<file path="src/hw/rtl/lfu_pkg.sv">
// shared types and constants for the lfu cache replacement block
`timescale 1ns / 1ps
`default_nettype none

package lfu_pkg;

  localparam int ADDR_W     = 31;  // block address and tag width
  localparam int CAP_W      = 7;   // capacity register width
  localparam int OUT_W      = 32;  // reported counter width
  localparam int SLOT_OUT_W = 6;   // reported slot index width
  localparam int S_DATA_W   = 32;  // input tdata width
  localparam int M_DATA_W   = 136; // result tdata width
  localparam int APB_AW     = 3;   // paddr width
  localparam int APB_DW     = 32;  // pwdata / prdata width

  // register indexes
  localparam logic [0:0] REG_CAPACITY = 1'b0;

  localparam logic [CAP_W-1:0] CAP_RESET = 7'd64;

  // controller to datapath
  typedef struct packed {
    logic load;    // take the input transaction, bump counters
    logic issue;   // read the slot at the scan pointer
    logic commit;  // write the chosen slot, update fill and miss counts
    logic emit;    // load the result register
  } lfu_cmd_t;

  // datapath to controller
  typedef struct packed {
    logic empty;       // no slot filled yet
    logic issue_last;  // scan pointer is at the last filled slot
    logic out_free;    // result register can take a new result
  } lfu_status_t;

endpackage

`default_nettype wire

</file>
<file path="src/hw/rtl/lfu_ctrl.sv">
// sequencing state machine for the lfu cache replacement block
`timescale 1ns / 1ps
`default_nettype none

module lfu_ctrl
  import lfu_pkg::*;
(
  input  wire logic        clk,
  input  wire logic        rst,
  input  wire logic        s_tvalid,
  output logic             s_tready,
  input  wire lfu_status_t status,
  output lfu_cmd_t         cmd
);

  typedef enum logic [2:0] {
    ST_IDLE,
    ST_SCAN,
    ST_DRAIN,
    ST_COMMIT,
    ST_EMIT
  } state_t;

  state_t state;

  always_comb begin
    cmd.load   = (state == ST_IDLE) && s_tvalid && s_tready;
    cmd.issue  = (state == ST_SCAN);
    cmd.commit = (state == ST_COMMIT);
    cmd.emit   = (state == ST_EMIT) && status.out_free;
  end

  always_ff @(posedge clk) begin
    if (rst) begin
      state    <= ST_IDLE;
      s_tready <= 1'b1;
    end else begin
      unique case (state)
        ST_IDLE: begin
          if (s_tvalid && s_tready) begin
            s_tready <= 1'b0;
            state    <= status.empty ? ST_COMMIT : ST_SCAN;
          end
        end
        ST_SCAN: begin
          if (status.issue_last) begin
            state <= ST_DRAIN;
          end
        end
        ST_DRAIN: begin
          state <= ST_COMMIT;
        end
        ST_COMMIT: begin
          state <= ST_EMIT;
        end
        ST_EMIT: begin
          if (status.out_free) begin
            state    <= ST_IDLE;
            s_tready <= 1'b1;
          end
        end
        default: begin
          state    <= ST_IDLE;
          s_tready <= 1'b1;
        end
      endcase
    end
  end

endmodule

`default_nettype wire

</file>
<file path="config.mk">
export PLATFORM = sky130hd
export DESIGN_NAME = lfu_ctrl
export DESIGN_NICKNAME = d
export VERILOG_FILES = /design/src/hw/rtl/lfu_pkg.sv /design/src/hw/rtl/lfu_ctrl.sv
export SDC_FILE = /design/constraint.sdc
export NUM_CORES = 1
export LEC_CHECK = 0
export BUFFER_PORTS_ARGS = -buffer_cell sky130_fd_sc_hd__buf_2
export CORE_AREA = 2 2 39 41
export DETAILED_ROUTE_END_ITERATION = 10
export DIE_AREA = 0 0 41 43
export PLACE_DENSITY_LB_ADDON = 0.3
export SYNTH_ARGS = -nofsm -noshare
export SYNTH_HDL_FRONTEND = slang
export SYNTH_SLANG_ARGS = --single-unit
</file>
<file path="constraint.sdc">
create_clock -name clk -period 3.4 [get_ports clk]
set_input_delay 0.17 -clock clk [delete_from_list [all_inputs] [get_ports clk]]
set_output_delay 0.17 -clock clk [all_outputs]
set_load 0.01 [all_outputs]
</file>
* Yosys cells after proc, flatten, opt, wreduce, memory -nomap -nowiden
Index checks and enable logic that the tools add are counted.
Storage, ports and cells: word-level logic and storage cells 26, latch bits 0, input port bits 6, bits in writable memories 0, output and inout bits 5, register bits after elaboration 4, bits in read-only memories 0, memories 0
Cells by class: equal/unequal tests 7, $mul 0, $lt $le $gt $ge 0, shifts and indexed selects 0, bitwise logic cells 1, multiplexer cells 8, divide/modulo/power cells 0, reduce and logical (&&, ||, !) cells 8, $add $sub $neg 0
Operators by type and width (number):
- $pmux W3 S5 | 1
- $mux W3 | 3
- $eq A3 B2 Y1 const B | 2
- $reduce_and A3 Y1 | 2
- $logic_and A1 B1 Y1 | 4
- $ne A2 B2 Y1 const B | 2
- $eq A3 B1 Y1 const B | 1
- $eq A3 B3 Y1 const B | 1
- $logic_not A3 Y1 | 1
- $pmux W1 S3 | 1
- $reduce_or A3 Y1 | 1
- $mux W1 | 2
- $mux W2 | 1
- $ne A2 B1 Y1 const B | 1
- $not A1 Y1 | 1

* Longest topological paths before layout
depth in word-level cells 4, depth in mapped cells 4, mapped depth without buffers 3

* Worst setup path after synthesis
OpenSTA, ideal clock, no wires.
path kind flip-flop to flip-flop, start reg s_tready, end reg state[1], slack 2192 ps, library setup time 91 ps, clock period less this slack 1208 ps, buffers on the path 0, required time 3309 ps, cell stages (with the launch flop) 4, arrival time 1117 ps, cell sequence dfxtp_1 > nand3b_4 > or3b_1 > a311oi_1
On the way: word-level cells in the longest chain between the ends 3
RTL lines:
- start, declared | RTL line lfu_ctrl.sv:11 | output logic s_tready,
- start signal, assigned | RTL line lfu_ctrl.sv:36 | s_tready <= 1'b1;
- start signal, assigned | RTL line lfu_ctrl.sv:41 | s_tready <= 1'b0;
- start signal, assigned | RTL line lfu_ctrl.sv:59 | s_tready <= 1'b1;
- $logic_and A1 B1 Y1 | RTL line lfu_ctrl.sv:40 | if (s_tvalid && s_tready) begin
- $ne A2 B1 Y1 (no line)
- $reduce_and A3 Y1 (no line)
- end signal, assigned | RTL line lfu_ctrl.sv:42 | state <= status.empty ? ST_COMMIT : ST_SCAN;
- end, declared | RTL line lfu_ctrl.sv:24 | state_t state;
No other way between the ends. A chain may end at the register's enable or synchronous reset.

==> flow_summary.toml <==
[logic_synthesis]
ys_warn_count = 0
synth_seq_area_share = 0.352
synth_area_leaders = "dfxtp_1, nand3b_4, a311oi_1"
ys_seq_elements = 4
synth_top_area_frac = 0.352
syn_area_um2 = 228
postSynthAreaPerCell_um2 = 9.11
yosysUniqueCellTypes = 18
netlist_instances = 25
yosys.area.top_type = "dfxtp_1"
synth_nets = 31

[worst_setup_path]
max_stage_delay_ns = 0.36
worst_setup_path_start_kind = "flop"
crit_arrival_ns = 1.17
cp-startpoint = "state[0]"
setup.worst_path.class = "flop to output pin"
critPathCaptureType = "output pin"
required_ns = 3.23
crit_chain = "nor2_1 > and3_2 > buf_2"
rr_startpoint = "state[2]"
slowest_stage = "dfxtp_1"
critPathMaxFanout = 9

[layout]
syn2layout_area_growth_pct = 39.0
layout-drive-gt1-share = 0.459
seq_area_um2 = 80.1
multi_input_area_um2 = 136
fill_cells = 152
final_area_um2 = 317
diodes = 0
finalNetCount = 45

[placement]
globalplace.congestion = 0.623
portBuffers = 10
placed_area_um2 = 294

[min_path]
worstHoldStart = "rst"
min_path_type = "primary input to flop"

[detailed_routing]
finalWirelength_um = 536
detail_route.vias_per_cell = 4.38
drtAntennaViolNets = 0
wirelength_met1_um = 277
drtIter0Drc = 7
via_count = 232
wl_met2_um = 179
route.met3.wl_um = 79
routedWlPerCell_um = 10.1
route.detailed.drc = 0
drt_pass1_iterations = 3
routed.top_layer = "met3"

[outcome]
run_status = "complete, no violations"

[die]
io_pins = 11
dieArea_um2 = 1760
coreArea_um2 = 1380
initial_core_util = 0.165
rows = 14
fp.dieW_um = 41
die_h_um = 43

[timing]
setup_viol = 0
tightest_slew_ns = 0.318
period_needed_ns = 1.34
fin_crit_sh = 0.395
fmax_mhz = 746
slew_headroom = 0.782
tns_ns = 0
skew_ns = 0.00590
rsz0062_at_grt = "false"
finalHoldViolCount = 0
hold_ws_ns = 0.146
slew_violations = 0

[cts]
clock_path_buffers = 2
ctsHoldBuffers = 0
clock-sinks = 4
path_clk_slew_ns = 0.04
cts_made_buffers = 3
post_cts_resized = 0
clk_latency_ns = 0.24
cts_max_level = 1
cts_root_buf = "clkbuf_4"
post_cts_buffers = 0
cts_tree = "yes"

[global_routing]
grt_max_degree = 10
grt_pass1_vias = 223
grt_first_pass_wirelength_um = 979
grt_use_total = 0.0883
overflow = 0
antenna_found_initial = 0

[power_and_ir_drop]
power.density_nw_per_um2 = 519
leakage_uw = 0.000144
peakVddDrop_v = 0.000234

[run]
drv_cap = 0
critical path: cells and delay by family (launching register included):
kind                   cells  cell delay (ns)
flip-flops                 1             0.36
buffers and inverters      1             0.12
AND/OR/NAND/NOR            2             0.45
synth_stat cells:
| cell | instances |
|---|---|
| nor2_1 | 3 |
| inv_1 | 2 |
| nand2b_1 | 1 |
| nor4_1 | 1 |
| or2_2 | 1 |
| nand3b_4 | 1 |
| a31oi_1 | 1 |
| a311oi_1 | 2 |
| a2111oi_0 | 1 |
| nor3_1 | 1 |
| clkbuf_1 | 1 |
| and3b_2 | 1 |
| nand3b_1 | 1 |
| nor3b_1 | 1 |
| and3_2 | 1 |
| or3b_1 | 1 |
| o21a_1 | 1 |
| dfxtp_1 | 4 |
cells in the final DEF (no fill, tap or decap), types with 2 or more instances in the layout:
cell type | synthesis | routed
buf_2 | 0 | 10
dfxtp_1 | 4 | 4
nor2_1 | 3 | 3
clkbuf_4 | 0 | 3
inv_1 | 2 | 2
a311oi_1 | 2 | 2
per-layer routing:
metal  up-vias  global-route usage
met2        15              0.0844
met1        97               0.128
met4         0              0.0200
li1        120                   -
met5         -                   0
met3         0              0.0942
where the power goes:
group          leakage, µW  total [µW]  internal (µW)  switching (µW)
sequential       0.0000330        65.8           54.0            11.8
clock            0.0000138        58.2           39.4            18.8
combinational    0.0000974        40.4           21.6            18.8
total             0.000144         164            115            49.4
final cells by class:
type / instances / area share
timing repair buffer: 10 / 0.158
inverter: 2 / 0.0237
clock buffer: 3 / 0.0711
multi-input combinational: 18 / 0.431
sequential: 4 / 0.253
tap: 16 / 0.0632
through the flow:
step                utilization  total power, µW  worst slack, ns  std cells
detailed placement        0.212              107             2.08         50
floorplan                     -             91.3             2.19         25
CTS                       0.229              168             2.06         53
global route              0.229              182             1.92         53
finish                    0.229              164             2.06         53
global placement          0.212              108             2.10         50
path summary, 6_finish.rpt:
path / end / slack, ns / cells past startpoint
min reg2reg: state[0] / 0.57 / 2
max: cmd[0] / 2.06 / 3
max reg2reg: state[1] / 2.09 / 3
min: state[2] / 0.15 / 2
flip-flops by register name, indices dropped and copies added, names as in the netlist:
signal and cells:
s_tready 1, state 3
cell families after synthesis:
group | count (synthesis) | synth area share
AO/OA/AOI/OAI | 5 | 0.176
buffers and inverters | 3 | 0.0494
flip-flops | 4 | 0.352
AND/OR/NAND/NOR | 13 | 0.423
No activity file was read; power rests on OpenSTA's default activity.
